<file path="config.mk">
export PLATFORM = sky130hd
export DESIGN_NAME = isometric_tile_draw_setup
export DESIGN_NICKNAME = d
export VERILOG_FILES = /design/src/isotd_pkg.sv /design/src/isotd_setup.sv /design/src/isotd_div_cell.sv /design/src/isometric_tile_draw_setup.sv
export SDC_FILE = /design/constraint.sdc
export NUM_CORES = 2
export LEC_CHECK = 0
export ABC_CLOCK_PERIOD_IN_PS = 9500
export BUFFER_PORTS_ARGS = -buffer_cell sky130_fd_sc_hd__buf_4
export CORE_MARGIN = 2
export CORE_UTILIZATION = 55
export CTS_CLUSTER_DIAMETER = 40
export CTS_CLUSTER_SIZE = 24
export DETAILED_ROUTE_END_ITERATION = 10
export PLACE_DENSITY = 0.72
export SYNTH_ARGS = -nofsm -noshare
export SYNTH_HDL_FRONTEND = slang
export SYNTH_HIERARCHICAL = 1
export SYNTH_SLANG_ARGS = --single-unit
</file>
<file path="constraint.sdc">
create_clock -name clk -period 9.5 [get_ports clk]
set_clock_uncertainty 0.1 [all_clocks]
set_input_delay 1.425 -clock clk [delete_from_list [all_inputs] [get_ports clk]]
set_output_delay 1.425 -clock clk [all_outputs]
set_load 0.005 [all_outputs]
</file>
<file path="src/isotd_pkg.sv">
// Shared constants and pipeline types for the isometric tile draw setup block.
package isotd_pkg;

  localparam int NUM_TILESETS = 4;
  localparam int ID_W         = 16;
  localparam int CFG_W        = 64;
  localparam int COORD_W      = 21;

  typedef enum logic [2:0] {
    REG_ORIGIN_X     = 3'd0,
    REG_ORIGIN_Y     = 3'd1,
    REG_TILE_WIDTH   = 3'd2,
    REG_TILE_HEIGHT  = 3'd3,
    REG_TS_COUNT     = 3'd4,
    REG_TS_FIRST_IDS = 3'd5,
    REG_TS_COLUMNS   = 3'd6
  } reg_index_t;

  typedef struct packed {
    logic               err;
    logic [1:0]         sel;
    logic signed [19:0] xprod;
    logic [18:0]        yhalf;
  } side_t;

  typedef struct packed {
    logic            valid;
    side_t           side;
    logic [ID_W-1:0] rem;
    logic [ID_W-1:0] dq;
    logic [ID_W-1:0] divisor;
  } cell_t;

endpackage

</file>
<file path="src/isotd_setup.sv">
// Front stage: tileset selection, local index and screen offset products.
module isotd_setup import isotd_pkg::*; (
  input  logic             clk,
  input  logic             rst,
  input  logic             valid_in,
  input  logic [7:0]       map_row,
  input  logic [7:0]       map_col,
  input  logic [ID_W-1:0]  tile_id,
  input  logic [10:0]      tile_width,
  input  logic [10:0]      tile_height,
  input  logic [2:0]       tileset_count,
  input  logic [CFG_W-1:0] first_ids,
  input  logic [CFG_W-1:0] columns,
  output cell_t            cell_out
);

  logic [2:0]         cnt;
  logic [1:0]         sel;
  logic [ID_W-1:0]    first;
  logic [ID_W-1:0]    cols;
  logic               err;
  logic signed [8:0]  diff_rc;
  logic signed [19:0] xprod;
  logic [19:0]        yprod;

  always_comb begin
    cnt = (tileset_count > 3'(NUM_TILESETS)) ? 3'(NUM_TILESETS) : tileset_count;
    sel = 2'(cnt - 3'd1);
    for (int i = NUM_TILESETS - 2; i >= 0; i--) begin
      if ((3'(i + 1) < cnt) && (tile_id >= first_ids[i*ID_W +: ID_W]) &&
          (tile_id < first_ids[(i+1)*ID_W +: ID_W])) begin
        sel = 2'(i);
      end
    end
    if (cnt == 3'd0) begin
      sel = 2'd0;
    end
    first = first_ids[{sel, 4'b0000} +: ID_W];
    cols  = columns[{sel, 4'b0000} +: ID_W];
    err   = (cnt == 3'd0) || (tile_id < first) || (cols == '0);
    diff_rc = $signed({1'b0, map_col}) - $signed({1'b0, map_row});
    xprod   = 20'(diff_rc * $signed({1'b0, tile_width[10:1]}));
    yprod   = 20'(({1'b0, map_row} + {1'b0, map_col}) * tile_height);
  end

  always_ff @(posedge clk) begin
    if (rst) begin
      cell_out.valid <= 1'b0;
    end else begin
      cell_out.valid <= valid_in;
    end
    cell_out.side.err   <= err;
    cell_out.side.sel   <= sel;
    cell_out.side.xprod <= xprod;
    cell_out.side.yhalf <= yprod[19:1];
    cell_out.rem        <= '0;
    cell_out.dq         <= tile_id - first;
    cell_out.divisor    <= cols;
  end

endmodule

</file>
<file path="src/isotd_div_cell.sv">
// One restoring division cell: settles one quotient bit and passes the item on.
module isotd_div_cell import isotd_pkg::*; (
  input  logic  clk,
  input  logic  rst,
  input  cell_t cell_in,
  output cell_t cell_out
);

  logic [ID_W:0] partial;
  logic [ID_W:0] diff;
  logic          ge;

  always_comb begin
    partial = {cell_in.rem, cell_in.dq[ID_W-1]};
    diff    = partial - {1'b0, cell_in.divisor};
    ge      = !diff[ID_W];
  end

  always_ff @(posedge clk) begin
    if (rst) begin
      cell_out.valid <= 1'b0;
    end else begin
      cell_out.valid <= cell_in.valid;
    end
    cell_out.side    <= cell_in.side;
    cell_out.rem     <= ge ? diff[ID_W-1:0] : partial[ID_W-1:0];
    cell_out.dq      <= {cell_in.dq[ID_W-2:0], ge};
    cell_out.divisor <= cell_in.divisor;
  end

endmodule

</file>
<file path="src/isometric_tile_draw_setup.sv">
// Top level of the isometric tile draw setup block: registers, cell chain, output stage.
// From start to done an item passes one setup stage, sixteen division cells
// (one quotient bit each) and the output register. One transaction is taken every
// cycle; busy stays low, and an empty cell gives no done strobe. A synchronous reset
// empties the pipeline and returns the registers to their reset values.
module isometric_tile_draw_setup import isotd_pkg::*; (
  input  logic                      clk,
  input  logic                      rst,
  input  logic                      start,
  output logic                      busy,
  input  logic [7:0]                map_row,
  input  logic [7:0]                map_col,
  input  logic [ID_W-1:0]           tile_id,
  input  logic                      cfg_write,
  input  logic [2:0]                cfg_index,
  input  logic [CFG_W-1:0]          cfg_data,
  output logic                      done,
  output logic signed [COORD_W-1:0] screen_x,
  output logic signed [COORD_W-1:0] screen_y,
  output logic [1:0]                tileset_index,
  output logic [ID_W-1:0]           source_row,
  output logic [ID_W-1:0]           source_col,
  output logic                      error_flag
);

  logic [15:0]      origin_x;
  logic [15:0]      origin_y;
  logic [10:0]      tile_width;
  logic [10:0]      tile_height;
  logic [2:0]       tileset_count;
  logic [CFG_W-1:0] tileset_first_ids;
  logic [CFG_W-1:0] tileset_columns;
  cell_t            chain [ID_W+1];
  cell_t            last;
  logic [COORD_W-1:0] sx_next;
  logic [COORD_W-1:0] sy_next;

  assign busy = 1'b0;

  always_ff @(posedge clk) begin
    if (rst) begin
      origin_x          <= '0;
      origin_y          <= '0;
      tile_width        <= 11'd32;
      tile_height       <= 11'd16;
      tileset_count     <= '0;
      tileset_first_ids <= '0;
      tileset_columns   <= '0;
    end else if (cfg_write) begin
      unique case (reg_index_t'(cfg_index))
        REG_ORIGIN_X:     origin_x          <= cfg_data[15:0];
        REG_ORIGIN_Y:     origin_y          <= cfg_data[15:0];
        REG_TILE_WIDTH:   tile_width        <= cfg_data[10:0];
        REG_TILE_HEIGHT:  tile_height       <= cfg_data[10:0];
        REG_TS_COUNT:     tileset_count     <= cfg_data[2:0];
        REG_TS_FIRST_IDS: tileset_first_ids <= cfg_data;
        REG_TS_COLUMNS:   tileset_columns   <= cfg_data;
        default: ;
      endcase
    end
  end

  isotd_setup u_setup (
    .clk           (clk),
    .rst           (rst),
    .valid_in      (start && !busy && (tile_id != '0)),
    .map_row       (map_row),
    .map_col       (map_col),
    .tile_id       (tile_id),
    .tile_width    (tile_width),
    .tile_height   (tile_height),
    .tileset_count (tileset_count),
    .first_ids     (tileset_first_ids),
    .columns       (tileset_columns),
    .cell_out      (chain[0])
  );

  for (genvar k = 0; k < ID_W; k++) begin : g_cell
    isotd_div_cell u_cell (
      .clk      (clk),
      .rst      (rst),
      .cell_in  (chain[k]),
      .cell_out (chain[k+1])
    );
  end

  assign last = chain[ID_W];

  always_comb begin
    sx_next = {{5{origin_x[15]}}, origin_x} + {last.side.xprod[19], last.side.xprod}
              + 21'd4;
    sy_next = {{5{origin_y[15]}}, origin_y} + {2'b00, last.side.yhalf} + 21'd4;
  end

  always_ff @(posedge clk) begin
    if (rst) begin
      done <= 1'b0;
    end else begin
      done <= last.valid;
    end
    screen_x      <= sx_next;
    screen_y      <= sy_next;
    tileset_index <= last.side.sel;
    source_row    <= last.side.err ? '0 : last.dq;
    source_col    <= last.side.err ? '0 : last.rem;
    error_flag    <= last.side.err;
  end

endmodule
</file>
==> out/results.tsv <==
metric	value	unit
outcome	finished, final reports clean	
cts_sinks	1777	
grt_antenna_before_repair	47	
clk_pin_slew	0.09	ns
routed_wl	131000	um
post_cts_resized	0	
hpwl	95200	um
fmax	134	MHz
worst_setup_path_start_kind	primary input	
yosys_warnings	6	
grt_overflow	0	
syn_avg_cell_area	11.0	um^2
fin_ws	2.03	ns
track_usage	20.7	%
max_cap_viol_count	0	
seq_area	35600	um^2
place_area	70400	um^2
seqPwrFrac	38.1	%
drt_pre_antenna_iters	5	
initial_core_util	55.4	%
grt_pass1_vias	41812	
drive_gt1_share	13.0	%
cp_slowest_stage_delay	0.49	ns
clk_latency	0.82	ns
hold_viol_final	0	
portBuffers	180	
gr-usage-met2	35.4	%
vias	42299	
setup_violations	0	
grt_pass1_wl	211000	um
relSlewSlack	14.2	%
cp_common_cell	a21oi_1	
leakage	33.1	nW
nets	7176	
cts_buffers	182	
crit_path_end_kind	flip-flop	
period_share	78.7	%
use_met1	24.8	%
cts-root-buf	clkbuf_16	
crit_fanout	12	
postCtsSetupRepairBufs	0	
viasPerCell	5.16	
tightest_slew	1.28	ns
grt.busiest_layer	met2	
area_delta_synth_final	14.5	%
cp.required	10.13	ns
n_fill_cell	9594	
p_clk_share	28.7	%
slew_violations	0	
grt_max_degree	114	
fin_crit	7.47	ns
die_y	354	um
num_rows	128	
clock_tree.buffer_depth	3	
comb_power_share	33.1	%
num_io_pins	182	
fp.dieW	354	um
coreArea	122000	um^2
sw_frac_of_total	31.2	%
dp_slack	1.18	ns
wl_per_cell	15.9	um
criticalPathCategory	in -> reg	
p_int	18.5	mW
met3_usage	6.06	%
post_synth_inst_count	6136	
dieArea	126000	um^2
r2r_start	tileset_first_ids[39]	
min_path_type	reg -> reg	
first_iter_violations	2613	
cts_tree	built	
htreeDepth	4	
rsz0062_at_grt	false	
crit_arrival	8.11	ns
gp_congestion	0.903	
power_density	347	nW/um^2
multi_input_area	29000	um^2
drc	0	
p_sw	8.36	mW
final_area	77200	um^2
fin_setup_tns	0	ns
critPathSlowestCell	fa_1	
ir_worst_vdd	304	uV
drt.antenna.violating_nets	0	
min_from	u_setup/cell_out[16]	
netlist_area	67500	um^2
crit_start	map_row[2]	
ctsHoldBuffers	0	
## metrics by stage
step	total power [mW]	util, %	hold WS, ns	cells
after floorplan	17.5	-	0.210	6151
after global placement	18.9	57.8	0.210	7844
after detailed placement	19.2	57.8	0.212	7844
after CTS	27.0	63.4	0.181	8188
after global routing	28.4	63.4	0.182	8191
final	26.8	63.5	0.184	8196
## flip-flops by register name (all words and copies together) (netlist names), 11 cells and up
| name | flops |
|---|---|
| tileset_columns | 64 |
| screen_y | 21 |
| screen_x | 21 |
| source_row | 16 |
| tileset_first_ids | 64 |
| g_cell.u_cell/cell_out | 1440 |
| u_setup/cell_out | 75 |
| origin_x | 16 |
| tile_height | 11 |
| source_col | 16 |
| origin_y | 16 |
## cells in the final DEF (no fill, tap or decap), drive strengths merged, types with 53 or more instances in the layout
cell    instances
xnor2         184
nand3          95
a21oi         405
and2           98
buf           197
nand2         560
o21ai         209
a211oi         61
inv           660
o211ai         57
dfxtp        1777
xor2          103
nor2b         126
clkbuf        197
nor2          180
a21o           72
fa            142
nand2b         96
clkinv         53
mux2          224
ha            528
## worst max-delay path, delay by kind of cell
kind	cells	cell delay, ns
adders and majority gates	7	3.05
AOI/OAI and AO/OA	13	2.38
and+or+nand+nor	3	0.84
buffers and inverters	5	0.27
xor gates and xnor gates	1	0.13
## path summary, 6_finish.rpt
check,slack (ns),to,cells after the start
worst max-delay path,2.03,u_setup/cell_out[86],29
worst min register to register,0.18,g_cell[0].u_cell/cell_out[17],0
worst min-delay path,0.18,g_cell[0].u_cell/cell_out[17],0
worst max register to register,3.05,u_setup/cell_out[89],25
## per-layer routing
metal / part of all wire (%) / vias to the layer above
met4: 2.6 / 66
met2: 48 / 799
met3: 6.8 / 307
met1: 42 / 19943
li1: - / 21184
met5: 0.33 / -
## power by group through the flow
stage	Combinational, mW	Sequential (mW)	Clock [mW]
global placement	8.60	10.3	0
finish	8.88	10.2	7.71
detailed placement	8.78	10.4	0
floorplan	7.40	10.1	0
global route	9.80	10.4	8.19
CTS	8.88	10.3	7.90
## area by class of cell
cell class,count,share of cell area (%)
Antenna cell,8,0.0259
Clock buffer,197,6.07
Clock inverter,147,2.78
Inverter,597,2.90
Multi-Input combinational cell,3648,37.6
Sequential cell,1777,46.1
Tap cell,1625,2.63
Timing Repair Buffer,197,1.92
No activity file was read; power rests on OpenSTA's default activity.
